`config.mk`:
```
export PLATFORM = sky130hd
export DESIGN_NAME = sbus_frame_receiver
export DESIGN_NICKNAME = d
export VERILOG_FILES = /design/src/rtl/core/sbfr_pkg.sv /design/src/rtl/core/sbfr_core.sv /design/src/rtl/core/sbfr_out_seq.sv /design/src/rtl/core/sbus_frame_receiver.sv
export SDC_FILE = /design/constraint.sdc
export NUM_CORES = 1
export LEC_CHECK = 0
export BUFFER_PORTS_ARGS = -buffer_cell sky130_fd_sc_hd__buf_4
export CELL_PAD_IN_SITES_DETAIL_PLACEMENT = 1
export CELL_PAD_IN_SITES_GLOBAL_PLACEMENT = 2
export CORE_ASPECT_RATIO = 0.6
export CORE_UTILIZATION = 45
export DETAILED_ROUTE_END_ITERATION = 10
export PLACE_DENSITY = 0.86
export SYNTH_ARGS = -nofsm -noshare
export SYNTH_HDL_FRONTEND = slang
export SYNTH_SLANG_ARGS = --single-unit
```
`constraint.sdc`:
```
create_clock -name i_clk -period 9.75 [get_ports i_clk]
set_input_delay 0.975 -clock i_clk [delete_from_list [all_inputs] [get_ports i_clk]]
set_output_delay 0.975 -clock i_clk [all_outputs]
set_load 0.01 [all_outputs]
```
`src/rtl/core/sbfr_pkg.sv`:
```
// shared types, codes and constants of the sbus frame receiver
`timescale 1ns / 1ps

package sbfr_pkg;

    // frame layout
    localparam int unsigned FRAME_LEN = 25;
    localparam int unsigned FB_LEN    = FRAME_LEN - 2;   // bytes 1..23 kept in the shift line
    localparam int unsigned POS_W     = $clog2(FRAME_LEN);
    localparam int unsigned NUM_CH    = 10;
    localparam int unsigned CH_W      = 11;
    localparam int unsigned CH_BYTES  = 14;               // bytes 1..14 carry the channels
    localparam int unsigned IDX_W     = 4;
    localparam int unsigned TICK_W    = 17;
    localparam int unsigned TMO_W     = 16;
    localparam int unsigned CFG_IDX_W = 2;
    localparam int unsigned CFG_DAT_W = 16;

    localparam logic [7:0] HEADER_BYTE = 8'h0F;
    localparam logic [7:0] FOOTER_BYTE = 8'h00;
    localparam logic [TICK_W-1:0] TICK_MAX = {TICK_W{1'b1}};

    // channels that feed the mode bits
    localparam int unsigned CH_BOOST   = 6;
    localparam int unsigned CH_BRAKE   = 8;
    localparam int unsigned CH_FORWARD = 9;

    // flag bits of byte 23
    localparam int unsigned LOST_BIT = 2;
    localparam int unsigned OFF_BIT  = 3;

    // register reset values
    localparam logic [TMO_W-1:0] TIMEOUT_RST = 16'd100;
    localparam logic [CH_W-1:0]  BOOST_RST   = 11'd1000;
    localparam logic [CH_W-1:0]  FORWARD_RST = 11'd1000;
    localparam logic [CH_W-1:0]  BRAKE_RST   = 11'd1500;

    // register indexes
    localparam logic [CFG_IDX_W-1:0] CFG_TIMEOUT = 2'd0;
    localparam logic [CFG_IDX_W-1:0] CFG_BOOST   = 2'd1;
    localparam logic [CFG_IDX_W-1:0] CFG_FORWARD = 2'd2;
    localparam logic [CFG_IDX_W-1:0] CFG_BRAKE   = 2'd3;

    // item and result codes
    localparam logic OP_BYTE      = 1'b0;
    localparam logic OP_TICK      = 1'b1;
    localparam logic KIND_CHANNEL = 1'b0;
    localparam logic KIND_STATUS  = 1'b1;

    typedef logic [NUM_CH-1:0][CH_W-1:0] t_chan_arr;

    typedef struct packed {
        logic       fwd;
        logic       brake;
        logic       boost;
    } t_mode;

    // one result-producing job handed from the frame core to the result sequencer
    typedef struct packed {
        logic       valid;
        logic       kind;
        t_chan_arr  ch;
        logic       lost;
        logic       fs;
        t_mode      mode;
    } t_job;

    // channels are packed little endian, 11 bits each, from byte 1 upward
    function automatic t_chan_arr unpack_frame(input logic [CH_BYTES*8-1:0] bytes);
        t_chan_arr ch;
        ch = bytes[NUM_CH*CH_W-1:0];
        return ch;
    endfunction

endpackage

```
`src/rtl/core/sbfr_core.sv`:
```
// input register, frame assembly, flags, tick counter and registers
`timescale 1ns / 1ps

module sbfr_core (
    input  logic                           i_clk,
    input  logic                           i_rst_n,
    input  logic                           i_in_valid,
    output logic                           o_in_ready,
    input  logic                           i_opcode,
    input  logic [7:0]                     i_rx_byte,
    input  logic                           i_cfg_we,
    input  logic [sbfr_pkg::CFG_IDX_W-1:0] i_cfg_index,
    input  logic [sbfr_pkg::CFG_DAT_W-1:0] i_cfg_data,
    input  logic                           i_job_ready,
    output sbfr_pkg::t_job                 o_job
);
    import sbfr_pkg::*;

    logic                r_in_valid;
    logic                r_in_op;
    logic [7:0]          r_in_byte;
    logic [POS_W-1:0]    r_pos;
    logic [7:0]          r_fb [FB_LEN];
    logic                r_lost;
    logic                r_off;
    t_mode               r_mode;
    logic [TICK_W-1:0]   r_ticks;
    logic [TMO_W-1:0]    r_timeout;
    logic [CH_W-1:0]     r_boost_th;
    logic [CH_W-1:0]     r_fwd_th;
    logic [CH_W-1:0]     r_brake_th;

    logic                is_tick;
    logic                is_byte;
    logic                frame_done;
    logic                frame_good;
    logic                has_result;
    logic                consume;
    logic                in_ready;
    logic                do_shift;
    logic [TICK_W-1:0]   n_ticks;
    logic [CH_BYTES*8-1:0] ch_bytes;
    t_chan_arr           ch;
    t_mode               n_mode;
    logic                n_lost;
    logic                n_off;

    // item decode
    assign is_tick    = r_in_op == OP_TICK;
    assign is_byte    = r_in_op == OP_BYTE;
    assign frame_done = is_byte && (r_pos == POS_W'(FRAME_LEN - 1));
    assign frame_good = frame_done && (r_in_byte == FOOTER_BYTE);
    assign has_result = is_tick || frame_good;
    assign consume    = r_in_valid && (!has_result || i_job_ready);
    assign in_ready   = !r_in_valid || consume;
    assign o_in_ready = in_ready;
    assign do_shift   = consume && is_byte && (r_pos != '0) && !frame_done;

    // saturating tick count
    assign n_ticks = (r_ticks < TICK_MAX) ? r_ticks + TICK_W'(1) : r_ticks;

    // frame unpack and mode compare
    always_comb begin
        for (int i = 0; i < CH_BYTES; i++) begin
            ch_bytes[8*i +: 8] = r_fb[i];
        end
    end

    assign ch            = unpack_frame(ch_bytes);
    assign n_lost        = r_fb[FB_LEN-1][LOST_BIT];
    assign n_off         = r_fb[FB_LEN-1][OFF_BIT];
    assign n_mode.fwd    = ch[CH_FORWARD] < r_fwd_th;
    assign n_mode.brake  = ch[CH_BRAKE] > r_brake_th;
    assign n_mode.boost  = ch[CH_BOOST] < r_boost_th;

    // job toward the result sequencer
    always_comb begin
        o_job.valid = r_in_valid && has_result;
        o_job.ch    = ch;
        if (is_tick) begin
            o_job.kind = KIND_STATUS;
            o_job.lost = r_lost;
            o_job.fs   = (n_ticks > {1'b0, r_timeout}) || r_off;
            o_job.mode = r_mode;
        end else begin
            o_job.kind = KIND_CHANNEL;
            o_job.lost = n_lost;
            o_job.fs   = n_off;
            o_job.mode = n_mode;
        end
    end

    // input register control
    always_ff @(posedge i_clk) begin
        if (!i_rst_n) begin
            r_in_valid <= 1'b0;
        end else if (in_ready) begin
            r_in_valid <= i_in_valid;
        end
    end

    // input register payload
    always_ff @(posedge i_clk) begin
        if (i_in_valid && in_ready) begin
            r_in_op   <= i_opcode;
            r_in_byte <= i_rx_byte;
        end
    end

    // byte shift line, bytes 1..23 of the frame
    always_ff @(posedge i_clk) begin
        if (do_shift) begin
            for (int i = 0; i < FB_LEN - 1; i++) begin
                r_fb[i] <= r_fb[i+1];
            end
            r_fb[FB_LEN-1] <= r_in_byte;
        end
    end

    // frame position, flags, mode and tick counter
    always_ff @(posedge i_clk) begin
        if (!i_rst_n) begin
            r_pos   <= '0;
            r_lost  <= 1'b0;
            r_off   <= 1'b0;
            r_mode  <= '0;
            r_ticks <= '0;
        end else if (consume) begin
            if (is_tick) begin
                r_ticks <= n_ticks;
            end else if (r_pos == '0) begin
                if (r_in_byte == HEADER_BYTE) begin
                    r_pos <= POS_W'(1);
                end
            end else if (frame_done) begin
                r_pos <= '0;
                if (frame_good) begin
                    r_lost  <= n_lost;
                    r_off   <= n_off;
                    r_mode  <= n_mode;
                    r_ticks <= '0;
                end
            end else begin
                r_pos <= r_pos + POS_W'(1);
            end
        end
    end

    // configuration registers
    always_ff @(posedge i_clk) begin
        if (!i_rst_n) begin
            r_timeout  <= TIMEOUT_RST;
            r_boost_th <= BOOST_RST;
            r_fwd_th   <= FORWARD_RST;
            r_brake_th <= BRAKE_RST;
        end else if (i_cfg_we) begin
            unique case (i_cfg_index)
                CFG_TIMEOUT: r_timeout  <= i_cfg_data[TMO_W-1:0];
                CFG_BOOST:   r_boost_th <= i_cfg_data[CH_W-1:0];
                CFG_FORWARD: r_fwd_th   <= i_cfg_data[CH_W-1:0];
                CFG_BRAKE:   r_brake_th <= i_cfg_data[CH_W-1:0];
                default: begin
                end
            endcase
        end
    end

endmodule

```
`src/rtl/core/sbfr_out_seq.sv`:
```
// result register and channel sequencer, one result per cycle while i_out_ready is high
`timescale 1ns / 1ps

module sbfr_out_seq (
    input  logic                       i_clk,
    input  logic                       i_rst_n,
    input  sbfr_pkg::t_job             i_job,
    output logic                       o_job_ready,
    output logic                       o_out_valid,
    input  logic                       i_out_ready,
    output logic                       o_result_kind,
    output logic [sbfr_pkg::IDX_W-1:0] o_channel_index,
    output logic [sbfr_pkg::CH_W-1:0]  o_channel_value,
    output logic                       o_frame_lost,
    output logic                       o_failsafe,
    output logic                       o_forward,
    output logic                       o_handbrake,
    output logic                       o_boost,
    output logic                       o_last
);
    import sbfr_pkg::*;

    logic               r_busy;
    logic [IDX_W-1:0]   r_idx;
    t_chan_arr          r_ch;
    logic               r_lost;
    logic               r_fs;
    t_mode              r_mode;

    logic               r_out_valid;
    logic               r_out_kind;
    logic [IDX_W-1:0]   r_out_idx;
    logic [CH_W-1:0]    r_out_val;
    logic               r_out_lost;
    logic               r_out_fs;
    t_mode              r_out_mode;
    logic               r_out_last;

    logic               load;
    logic               seq_last;
    logic               take_job;

    assign load        = !r_out_valid || i_out_ready;
    assign o_job_ready = !r_busy && load;
    assign take_job    = o_job_ready && i_job.valid;
    assign seq_last    = r_idx == IDX_W'(NUM_CH - 1);

    // sequencer and result valid
    always_ff @(posedge i_clk) begin
        if (!i_rst_n) begin
            r_out_valid <= 1'b0;
            r_busy      <= 1'b0;
            r_idx       <= '0;
        end else if (load) begin
            if (r_busy) begin
                r_out_valid <= 1'b1;
                r_busy      <= !seq_last;
                r_idx       <= r_idx + IDX_W'(1);
            end else if (i_job.valid) begin
                r_out_valid <= 1'b1;
                r_busy      <= i_job.kind == KIND_CHANNEL;
                r_idx       <= IDX_W'(1);
            end else begin
                r_out_valid <= 1'b0;
            end
        end
    end

    // frame hold for channels 1..9
    always_ff @(posedge i_clk) begin
        if (take_job) begin
            r_ch   <= i_job.ch;
            r_lost <= i_job.lost;
            r_fs   <= i_job.fs;
            r_mode <= i_job.mode;
        end
    end

    // result payload
    always_ff @(posedge i_clk) begin
        if (load) begin
            if (r_busy) begin
                r_out_kind <= KIND_CHANNEL;
                r_out_idx  <= r_idx;
                r_out_val  <= r_ch[r_idx];
                r_out_lost <= r_lost;
                r_out_fs   <= r_fs;
                r_out_mode <= r_mode;
                r_out_last <= seq_last;
            end else begin
                r_out_kind <= i_job.kind;
                r_out_idx  <= '0;
                r_out_lost <= i_job.lost;
                r_out_fs   <= i_job.fs;
                r_out_mode <= i_job.mode;
                r_out_last <= i_job.kind == KIND_STATUS;
                r_out_val  <= (i_job.kind == KIND_CHANNEL) ? i_job.ch[0] : '0;
            end
        end
    end

    assign o_out_valid     = r_out_valid;
    assign o_result_kind   = r_out_kind;
    assign o_channel_index = r_out_idx;
    assign o_channel_value = r_out_val;
    assign o_frame_lost    = r_out_lost;
    assign o_failsafe      = r_out_fs;
    assign o_forward       = r_out_mode.fwd;
    assign o_handbrake     = r_out_mode.brake;
    assign o_boost         = r_out_mode.boost;
    assign o_last          = r_out_last;

endmodule

```
`src/rtl/core/sbus_frame_receiver.sv`:
```
// top level of the sbus frame receiver
`timescale 1ns / 1ps
//
// Input channel (i_in_valid / o_in_ready) carries one item per handshake:
// a received serial byte (i_opcode = 0) or a one millisecond tick (i_opcode = 1).
// Bytes are hunted for a 0x0F header, then 24 more are collected; a frame
// with a 0x00 footer yields ten channel results (index 0..9, last on 9).
// Each tick yields one status result with o_last set.
// Output channel (o_out_valid / i_out_ready) is a registered result stage.
// With the result stage free, an accepted item passes the input register, then
// the result register, before its result is valid.
// Throughput: one item per cycle unless a result-producing item waits; a good
// frame drains its ten results back to back while i_out_ready stays high. While the
// channels drain, bytes that complete nothing are still taken every cycle;
// an item that itself produces a result waits at the input register.
// Receiver stall: the result stage holds and the input backs up behind it.
// Reset (synchronous, active low) clears the frame position, flags, mode
// bits and tick counter and loads the register defaults (timeout 100,
// boost 1000, forward 1000, brake 1500). The write port (i_cfg_we) updates
// the indexed register, with no read-back.

module sbus_frame_receiver (
    input  logic                           i_clk,
    input  logic                           i_rst_n,
    input  logic                           i_in_valid,
    output logic                           o_in_ready,
    input  logic                           i_opcode,
    input  logic [7:0]                     i_rx_byte,
    input  logic                           i_cfg_we,
    input  logic [sbfr_pkg::CFG_IDX_W-1:0] i_cfg_index,
    input  logic [sbfr_pkg::CFG_DAT_W-1:0] i_cfg_data,
    output logic                           o_out_valid,
    input  logic                           i_out_ready,
    output logic                           o_result_kind,
    output logic [sbfr_pkg::IDX_W-1:0]     o_channel_index,
    output logic [sbfr_pkg::CH_W-1:0]      o_channel_value,
    output logic                           o_frame_lost,
    output logic                           o_failsafe,
    output logic                           o_forward,
    output logic                           o_handbrake,
    output logic                           o_boost,
    output logic                           o_last
);
    import sbfr_pkg::*;

    t_job job;
    logic job_ready;

    // frame assembly and state
    sbfr_core u_core (
        .i_clk       (i_clk),
        .i_rst_n     (i_rst_n),
        .i_in_valid  (i_in_valid),
        .o_in_ready  (o_in_ready),
        .i_opcode    (i_opcode),
        .i_rx_byte   (i_rx_byte),
        .i_cfg_we    (i_cfg_we),
        .i_cfg_index (i_cfg_index),
        .i_cfg_data  (i_cfg_data),
        .i_job_ready (job_ready),
        .o_job       (job)
    );

    // result sequencing
    sbfr_out_seq u_out_seq (
        .i_clk           (i_clk),
        .i_rst_n         (i_rst_n),
        .i_job           (job),
        .o_job_ready     (job_ready),
        .o_out_valid     (o_out_valid),
        .i_out_ready     (i_out_ready),
        .o_result_kind   (o_result_kind),
        .o_channel_index (o_channel_index),
        .o_channel_value (o_channel_value),
        .o_frame_lost    (o_frame_lost),
        .o_failsafe      (o_failsafe),
        .o_forward       (o_forward),
        .o_handbrake     (o_handbrake),
        .o_boost         (o_boost),
        .o_last          (o_last)
    );

`ifndef ASSERT_OFF
    // status results are single, empty and final
    a_status_last: assert property (@(posedge i_clk) disable iff (!i_rst_n)
        (o_out_valid && o_result_kind == KIND_STATUS) |->
        (o_last && o_channel_index == '0 && o_channel_value == '0))
        else $error("status result malformed");

    // the last channel result is channel nine
    a_chan_last: assert property (@(posedge i_clk) disable iff (!i_rst_n)
        (o_out_valid && o_result_kind == KIND_CHANNEL && o_last) |->
        (o_channel_index == IDX_W'(NUM_CH - 1)))
        else $error("channel run ended at wrong index");

    // channel results of one frame follow back to back in index order
    a_chan_next: assert property (@(posedge i_clk) disable iff (!i_rst_n)
        (o_out_valid && i_out_ready && o_result_kind == KIND_CHANNEL && !o_last) |=>
        (o_out_valid && o_result_kind == KIND_CHANNEL &&
         o_channel_index == $past(o_channel_index) + IDX_W'(1)))
        else $error("channel run broken");

    // an accepted job is always followed by a valid result
    a_job_flag: assert property (@(posedge i_clk) disable iff (!i_rst_n)
        (job.valid && job_ready) |=> o_out_valid)
        else $error("accepted job produced no result");
`endif

endmodule
```
* Yosys cells after proc, flatten, opt, wreduce, memory -nomap -nowiden
Memories as Yosys holds them, arrays and structs flattened.
Cells that the tools add are included.
Widths: inputs -> output; s select.
** Cells by class
- Eq/ne operators :: 8
- Add/subtract/negate cells :: 3
- Muxes and demuxes :: 26
- Magnitude comparators :: 6
- Reduce and logical (&&, ||, !) cells :: 36
- Multiply operators :: 0
- Divide/modulo/power cells :: 0
- Shift-type cells :: 0
- Bitwise gates (word level) :: 3
** Operators with widths (count)
- $mux 17 :: 5
- $bmux 11 s4 :: 1
- $mux 11 :: 3
- $lt 11x11->1 :: 2
- $mux 5 :: 4
- $add 17x1->17 const B :: 1
- $gt 17x16->1 :: 1
- $lt 17x17->1 const B :: 1
- $gt 11x11->1 :: 1
- $logic_and 1x1->1 :: 10
- $mux 1 :: 10
- $reduce_and 2->1 :: 5
- $eq 8x4->1 const B :: 1
- $logic_not 8->1 :: 1
- $mux 4 :: 2
- $logic_not 1->1 :: 6
- $reduce_bool 2->1 :: 3
- $add 5x1->5 const B :: 1
- $eq 5x5->1 const B :: 1
- $logic_not 5->1 :: 1
- $logic_or 1x1->1 :: 5
- $lt 4x5->1 const B :: 1
- $reduce_and 5->1 :: 1
- $reduce_bool 5->1 :: 1
- other kinds (11) :: 14
** Word-level totals
- Output and inout bits :: 24
- Latch bits :: 0
- Bits in read-only memories :: 0
- Register bits after elaboration :: 229
- Memory bits (writable) :: 184
- Logic and storage cells :: 124
- Memories kept :: 1
- Input port bits :: 32
** Memories
- u_core.r_fb :: depth 23, width 8, rd ports 23, clocked after Yosys merged registers in 0, wr ports 23, RTL line sbfr_core.sv:23 : logic [7:0] r_fb [FB_LEN];

* Longest topological paths before layout
Gate-level depths: netlist (run 1).
- Depth after elaboration :: 12
- Mapped depth :: 14
- Depth with buffers taken out :: 12

* Modules after synthesis
From an unflattened synthesis (run 1), not the netlist that was laid out.
** Second synthesis, totals
- Cell total of the unflattened synthesis :: 1199
- Area, all modules :: 16857.4 um^2
** Modules (own cells, without submodules)
- sbfr_core :: seq. area each 7337.0 um^2, cells each 892, area an instance 11253.3 um^2, instances 1
- sbfr_out_seq :: seq. area each 4234.1 um^2, cells each 307, area an instance 5604.1 um^2, instances 1

* Least setup slack after synthesis (run 1)
No wires, ideal clock.
- Kind :: input -> register
- Start :: in i_out_ready
- End :: reg u_out_seq.r_ch[0] in the netlist's numbering, enable pin
- Path slack :: 2.487 ns
- Cell stages on the path :: 4
- Required time :: 9.160 ns
- Library setup time :: 0.590 ns
- Arrival time :: 6.673 ns
- Buffers on the path :: 0
- Cell sequence :: nor2b_1 -> inv_1 -> nand2b_1 -> nor2_1
** Between the ends
- Longest elaborated chain between the ends :: 3
** Ends and longest elaborated chain
- start: declaration :: RTL line sbus_frame_receiver.sv:33 : input logic i_out_ready,
- $logic_or 1x1->1 :: RTL line sbfr_out_seq.sv:43 : assign load = !r_out_valid || i_out_ready;
- $logic_and 1x1->1 :: RTL line sbfr_out_seq.sv:44 : assign o_job_ready = !r_busy && load;
- $logic_and 1x1->1 :: RTL line sbfr_out_seq.sv:45 : assign take_job = o_job_ready && i_job.valid;
- net u_out_seq.take_job :: RTL line sbfr_out_seq.sv:41 : logic take_job;
- end signal: assignment :: RTL line sbfr_out_seq.sv:72 : r_ch <= i_job.ch;
- end: declaration :: RTL line sbfr_out_seq.sv:25 : t_chan_arr r_ch;
The timed path passes the listed nets, and every way through them passes these cells.
A chain may end at the register's enable or synchronous reset.

==> impl_metrics.toml, run 1 <==
[floorplanning]
die_w_um = 246
io_pins = 56
core_mm2 = 0.0351
start_util_pct = 45.7
die_y_um = 148
rows = 53
die_area_mm2 = 0.0364

[global_route]
grt_use_total_pct = 20.7
grt_max_degree = 120
grt_overflow_total = 0
antenna_found_initial = 2
grt_pass1_wl_um = 55400
grt_pass1_vias = 8926

[logic_synthesis]
ys_ff_latch = 413
syn_area_per_cell_um2 = 15.3
synth_top_area_share_pct = 61.8
synthCells = 1049
synth_area_mm2 = 0.0160
yosys_most_used_dff = "edfxtp_1"
syn_nets = 1133
post-synth-top-area-cell = "edfxtp_1"
async_flop_share_pct = 0
synth_cell_types = 71
synth_edf_count = 330
synth_seq_area_share_pct = 72.1
synth_area_leaders = "edfxtp_1 62%, dfxtp_1 10%, ha_1 4.1%, mux4_2 3.1%, nand2_1 2.5%"
yosys_warnings = 0

[clock_tree]
ctsHoldBuffers = 0
clockBufferDepth = 3
htree_levels = 2
postCtsSetupBuffers = 0
root_buffer = "clkbuf_16"
cts_tree = "built"
clock_sinks = 413
numCtsBuffers = 38
insertion_delay_ns = 0.54
ctsResizeCount = 0
clkSlewWorstSetupHoldPaths_ns = 0.07

[power_and_ir_drop]
power_density_mw_per_mm2 = 192
p_leak_nw = 6.27
max-vdd-ir-drop_v = 0.000138

[critical_path]
cp_slowest_stage_delay_ns = 0.92
end_kind = "flip-flop"
crit_chain = "inv_1 -> ha_1 -> nor4b_1 -> nor3b_1 -> nand2_1 -> inv_6 -> buf_4"
path_buf_inv = 3
critPathKind = "reg2reg"
cpMaxStageDelayCell = "nor3b_1"
path_delay_family = "buffers and inverters"
crit_required_ns = 9.90
crit_arrival_ns = 4.46
cp-start-kind = "flip-flop"
critPathMaxFanout = 119

[job]
maxCapViolations = 0

[routing]
num_vias = 8924
post-route-drc-count = 0
drt_pass1_iterations = 5
drt-total-wl_um = 37200
drtIter0Drc = 741
routed_via_density = 5.58
drtAntennaViolNets = 0
routedWlPerCell_um = 23.3

[placement]
gp_congestion = 0.859
hpwl_um = 25700
portBuffers = 55

[timing]
fin_skew_ns = 0.0201
finalCritPeriodShare_pct = 44.2
maxSlewHeadroom_pct = 10.4
fin_setup_tns_ns = 0
period_minus_slack_ns = 4.31
final-hold-violation-count = 0
worst-slew-pin-transition_ns = 1.34
fmax_ghz = 0.232
drv_slew = 0
rsz0062_at_grt = "no"
setup_viol = 0
whs_ns = 0.413

[cells_and_area]
syn_to_final_growth_pct = 12.6
final_layout_size_suffix_gt1_share_pct = 14.3
final_nets = 1191
final_util_pct = 51.5
diodes = 0

[min_path]
min_path_type = "reg2reg"

[status]
status = "completed"
## cells in the final DEF (no fill, tap or decap), types with 3 or more instances in the layout
cell type / Yosys / routed
a211oi_1: 5 / 5
a21boi_0: 26 / 26
a21o_1: 6 / 6
a21oi_1: 32 / 32
a22o_1: 14 / 14
a31oi_1: 7 / 7
and2_1: 5 / 5
and3_1: 8 / 8
and4_1: 4 / 4
buf_4: 1 / 61
clkbuf_1: 26 / 10
clkbuf_16: 0 / 40
clkinv_1: 0 / 5
clkinv_2: 0 / 3
dfxtp_1: 83 / 82
edfxtp_1: 330 / 330
ha_1: 52 / 52
inv_1: 61 / 63
mux2i_1: 25 / 25
mux4_2: 22 / 22
nand2_1: 105 / 105
nand2b_1: 8 / 8
nand3_1: 10 / 10
nand3b_1: 3 / 3
nand4_1: 13 / 13
nor2_1: 29 / 28
nor2b_1: 12 / 12
nor3_1: 6 / 6
o211ai_1: 25 / 25
o21a_1: 3 / 3
o21ai_0: 16 / 16
o21ai_1: 11 / 11
o22ai_1: 13 / 13
o31ai_1: 10 / 10
o32ai_1: 3 / 3
xnor2_1: 8 / 8
xor2_1: 6 / 6
## cell usage after synthesis, types with 3 or more instances
library cell / n
nor3_1: 6
o21ai_0: 16
buf_2: 10
and2_1: 5
nor2_1: 29
o21a_1: 3
o22ai_1: 13
xnor2_1: 8
and3_1: 8
a21oi_1: 32
o31ai_1: 10
inv_1: 61
xor2_1: 6
buf_1: 4
nand3b_1: 3
a211oi_1: 5
o32ai_1: 3
nand2b_1: 8
clkbuf_1: 26
a31oi_1: 7
ha_1: 52
nand2_1: 105
a21boi_0: 26
nor2b_1: 12
o21ai_1: 11
nand4_1: 13
dfxtp_1: 83
a22o_1: 14
o211ai_1: 25
and4_1: 4
a21o_1: 6
mux2i_1: 25
mux4_2: 22
nand3_1: 10
edfxtp_1: 330
## final timing paths
check	start	to	slack, ns	depth (start not counted)
setup reg to reg	u_core.r_pos[0]	u_core.r_fb[1][28]	5.44	7
hold reg to reg	u_core.r_fb[4][24]	u_core.r_fb[4][16]	0.41	0
hold / removal	u_core.r_fb[4][24]	u_core.r_fb[4][16]	0.41	0
setup / recovery	u_core.r_pos[0]	u_core.r_fb[1][28]	5.44	7
## worst register-to-register path, cell delays in order, from the launching register on
cell,delay [ns]
dfxtp_1,0.37
inv_1,0.07
ha_1,0.23
nor4b_1,0.20
nor3b_1,0.92
nand2_1,0.28
inv_6,0.77
buf_4,0.98
## layout make-up
cell class                      instances  area (µm²)
Clock inverter                         13        83.8
Inverter                               61         234
Tap cell                              467         584
Clock buffer                           53        1070
Sequential cell                       413       11600
Timing Repair Buffer                   61         458
Fill cell                            3365       17000
Multi-Input combinational cell        532        4060
## report_power, final
group	switching (mW)	total, mW	leakage [nW]	internal, mW
Clock	0.625	1.42	0.577	0.792
Sequential	0.0121	1.93	3.72	1.91
Combinational	0.0796	0.132	1.97	0.0526
## kinds of logic after synthesis
group | count (synthesis) | synth area share, %
flops | 413 | 72.1
fa+ha+maj | 52 | 4.06
compound gates | 189 | 8.31
simple gates | 228 | 7.32
buf+inv | 104 | 2.63
mux | 49 | 4.79
xor+xnor | 14 | 0.764
## metal layers
layer / vias up / share of wire, % / GRT usage [%]
met5: - / 0 / 0
met4: 0 / 1.6 / 4.94
met3: 46 / 7.2 / 5.00
met2: 251 / 42 / 28.6
met1: 4557 / 50 / 32.4
li1: 4070 / - / -
## registers in the layout (all words and copies together), names as in the netlist, 4 cells and up
name,count
u_core.r_boost_th,11
u_core.r_in_byte,8
u_out_seq.r_ch,110
u_core.r_fwd_th,11
u_out_seq.r_idx,4
u_core.r_ticks,17
u_core.r_pos,5
u_out_seq.o_channel_index,4
u_core.r_fb,184
u_core.r_brake_th,11
u_core.r_timeout,16
u_out_seq.o_channel_value,11
## metrics by stage
stage	cell area, µm²	std cells	setup WS [ns]	power [mW]
after detailed placement	16900	1534	5.05	2.10
after global placement	16900	1534	5.25	2.09
after global routing	18100	1600	5.20	3.59
final	18100	1600	5.44	3.48
after floorplan	16000	1049	2.49	2.04
after CTS	18100	1600	5.46	3.51
Power figures use the tool's default switching activity.
==> inputs of run 2 (changes only) <==
- clock period: 9.75 -> 4.1 ns (I/O delays scaled with it)
==> run 2 against run 1 <==
  * Combinational power rose by 150%
  * Clock skew rose by 0.0077 ns
  * Worst hold slack got worse by 0.37 ns
  * Largest power group unchanged
==> impl_metrics.toml, run 2 (synthesis results as in run 1) <==
[cells_and_area]
reg_top3 = "u_core.r_fb (184), u_out_seq.r_ch (110), u_core.r_ticks (17)"
final_nets = 1200
layout.area.seq_mm2 = 0.0116
mostFrequentLayoutCells = "330 x edfxtp_1, 105 x nand2_1, 80 x dfxtp_1, 64 x buf_4, 58 x inv_1"
largest_reg_flops = 184
largest-register = "u_core.r_fb"
fin_cells = 1614
multiInputGateArea_mm2 = 0.00409
final_layout_size_suffix_gt1_share_pct = 16.9
final_util_pct = 52.7
nFillCells = 3344
layout_commonest_cell = "edfxtp_1"
final_cell_area_mm2 = 0.0185
diodes = 0
syn_to_final_growth_pct = 15.2

[critical_path]
rrSetupSlack_ns = 0.31
critPathMaxFanout = 10
cp-start-kind = "flip-flop"
critPathKind = "reg2reg"
worstReg2RegStart = "u_core.r_ticks[2]"
worst_r2r_path_depth = 12
crit_chain = "and3_1 -> nand4_1 -> a211oi_2 -> nand2_1 -> xnor2_1 -> ha_1 -> a21oi_1 -> o21ai_0 -> a211oi_1 -> o211ai_1 -> a211oi_2 -> o31ai_2"
crit_arrival_ns = 4.06
path_delay_family = "compound AO/OA/AOI/OAI gates"
crit_required_ns = 4.37
cp_slowest_stage_delay_ns = 0.54
end_kind = "flip-flop"
path_buf_inv = 0
regToRegEndpoint = "u_out_seq.o_failsafe"
cpMostUsedCell = "a211oi_2"
cpMaxStageDelayCell = "dfxtp_1"

[routing]
routedWlPerCell_um = 24.0
drtAntennaViolNets = 0
post-route-drc-count = 0
num_vias = 9063
routed_via_density = 5.62
drtIter0Drc = 675
drt_pass1_iterations = 5
drt-total-wl_um = 38700

[timing]
fin_setup_tns_ns = 0
whs_ns = 0.0420
finalCritPeriodShare_pct = 92.5
rsz0062_at_grt = "no"
fin_skew_ns = 0.0278
period_minus_slack_ns = 3.79
maxSlewHeadroom_pct = 18.6
worst-slew-pin-transition_ns = 1.22
drv_slew = 0
setup_viol = 0
setup_slack_ns = 0.309
final-hold-violation-count = 0
fmax_ghz = 0.264

[floorplanning]
start_util_pct = 45.7
core_mm2 = 0.0351
io_pins = 56
rows = 53
die_w_um = 246
die_y_um = 148
die_area_mm2 = 0.0364

[clock_tree]
numCtsBuffers = 39
ctsHoldBuffers = 0
root_buffer = "clkbuf_16"
clockBufferDepth = 3
insertion_delay_ns = 0.55
postCtsSetupBuffers = 0
clock_sinks = 413
cts_tree = "built"
clkSlewWorstSetupHoldPaths_ns = 0.08
htree_levels = 2
ctsResizeCount = 0

[global_route]
grt_pass1_vias = 9179
grt_max_degree = 103
grt_use_met1_pct = 34.4
met2_usage_pct = 30.4
grt_use_met3_pct = 5.34
busiest_layer = "met1"
antenna_found_initial = 1
grt_overflow_total = 0
grt_pass1_wl_um = 58200
grt_use_total_pct = 21.9

[power_and_ir_drop]
clkPwrFrac_pct = 44.8
p_int_mw = 7.07
power_density_mw_per_mm2 = 482
power.share.sequential_pct = 51.5
power.total_mw = 8.90
p_sw_share_pct = 20.6
max-vdd-ir-drop_v = 0.000357
pwr-share-comb_pct = 3.7
p_leak_nw = 6.46
p_switching_mw = 1.83

[placement]
dp.cells = 1542
place_area_mm2 = 0.0171
gp_congestion = 0.873
dp_slack_ns = 0.423
hpwl_um = 26900
portBuffers = 55

[min_path]
min_path_type = "in2reg"
worstHoldStart = "i_rx_byte[2]"
holdPathEnd = "u_core.r_in_byte[2]"
hold_depth = 1

[status]
status = "completed"

[job]
maxCapViolations = 0
[run 2: final cells by class]
cell class | count | share of cell area [%]
Timing Repair Buffer | 69 | 3.14
Tap cell | 467 | 3.16
Sequential cell | 413 | 62.6
Clock inverter | 30 | 2.19
Inverter | 61 | 1.26
Clock buffer | 42 | 5.51
Multi-Input combinational cell | 532 | 22.1
[run 2: metal layers]
layer / wire (µm) / up-vias
li1: - / 4101
met2: 16200 / 243
met3: 2700 / 45
met4: 553 / 0
met5: 0 / -
met1: 19200 / 4674
[run 2: worst max-delay path by stage]
stage,cells after the start,end,slack [ns],startpoint
floorplan,6,u_core.r_fb[0][0],0.008,u_core.r_pos[1]
global placement,12,u_out_seq.o_failsafe,0.61,u_core.r_ticks[2]
detailed placement,12,u_out_seq.o_failsafe,0.42,u_core.r_ticks[2]
CTS,12,u_out_seq.o_failsafe,0.38,u_core.r_ticks[2]
global route,12,u_out_seq.o_failsafe,0.10,u_core.r_ticks[2]
finish,12,u_out_seq.o_failsafe,0.31,u_core.r_ticks[2]
[run 2: power groups by stage]
| stage | Sequential, mW | Clock (mW) | Combinational [mW] |
|---|---|---|---|
| 2_1_floorplan | 4.67 | 0 | 0.182 |
| 3_3_place_gp | 4.67 | 0 | 0.317 |
| 3_5_place_dp | 4.68 | 0 | 0.326 |
| 4_1_cts | 4.58 | 4.06 | 0.330 |
| 5_1_grt | 4.59 | 4.22 | 0.356 |
| 6_report | 4.58 | 3.99 | 0.329 |
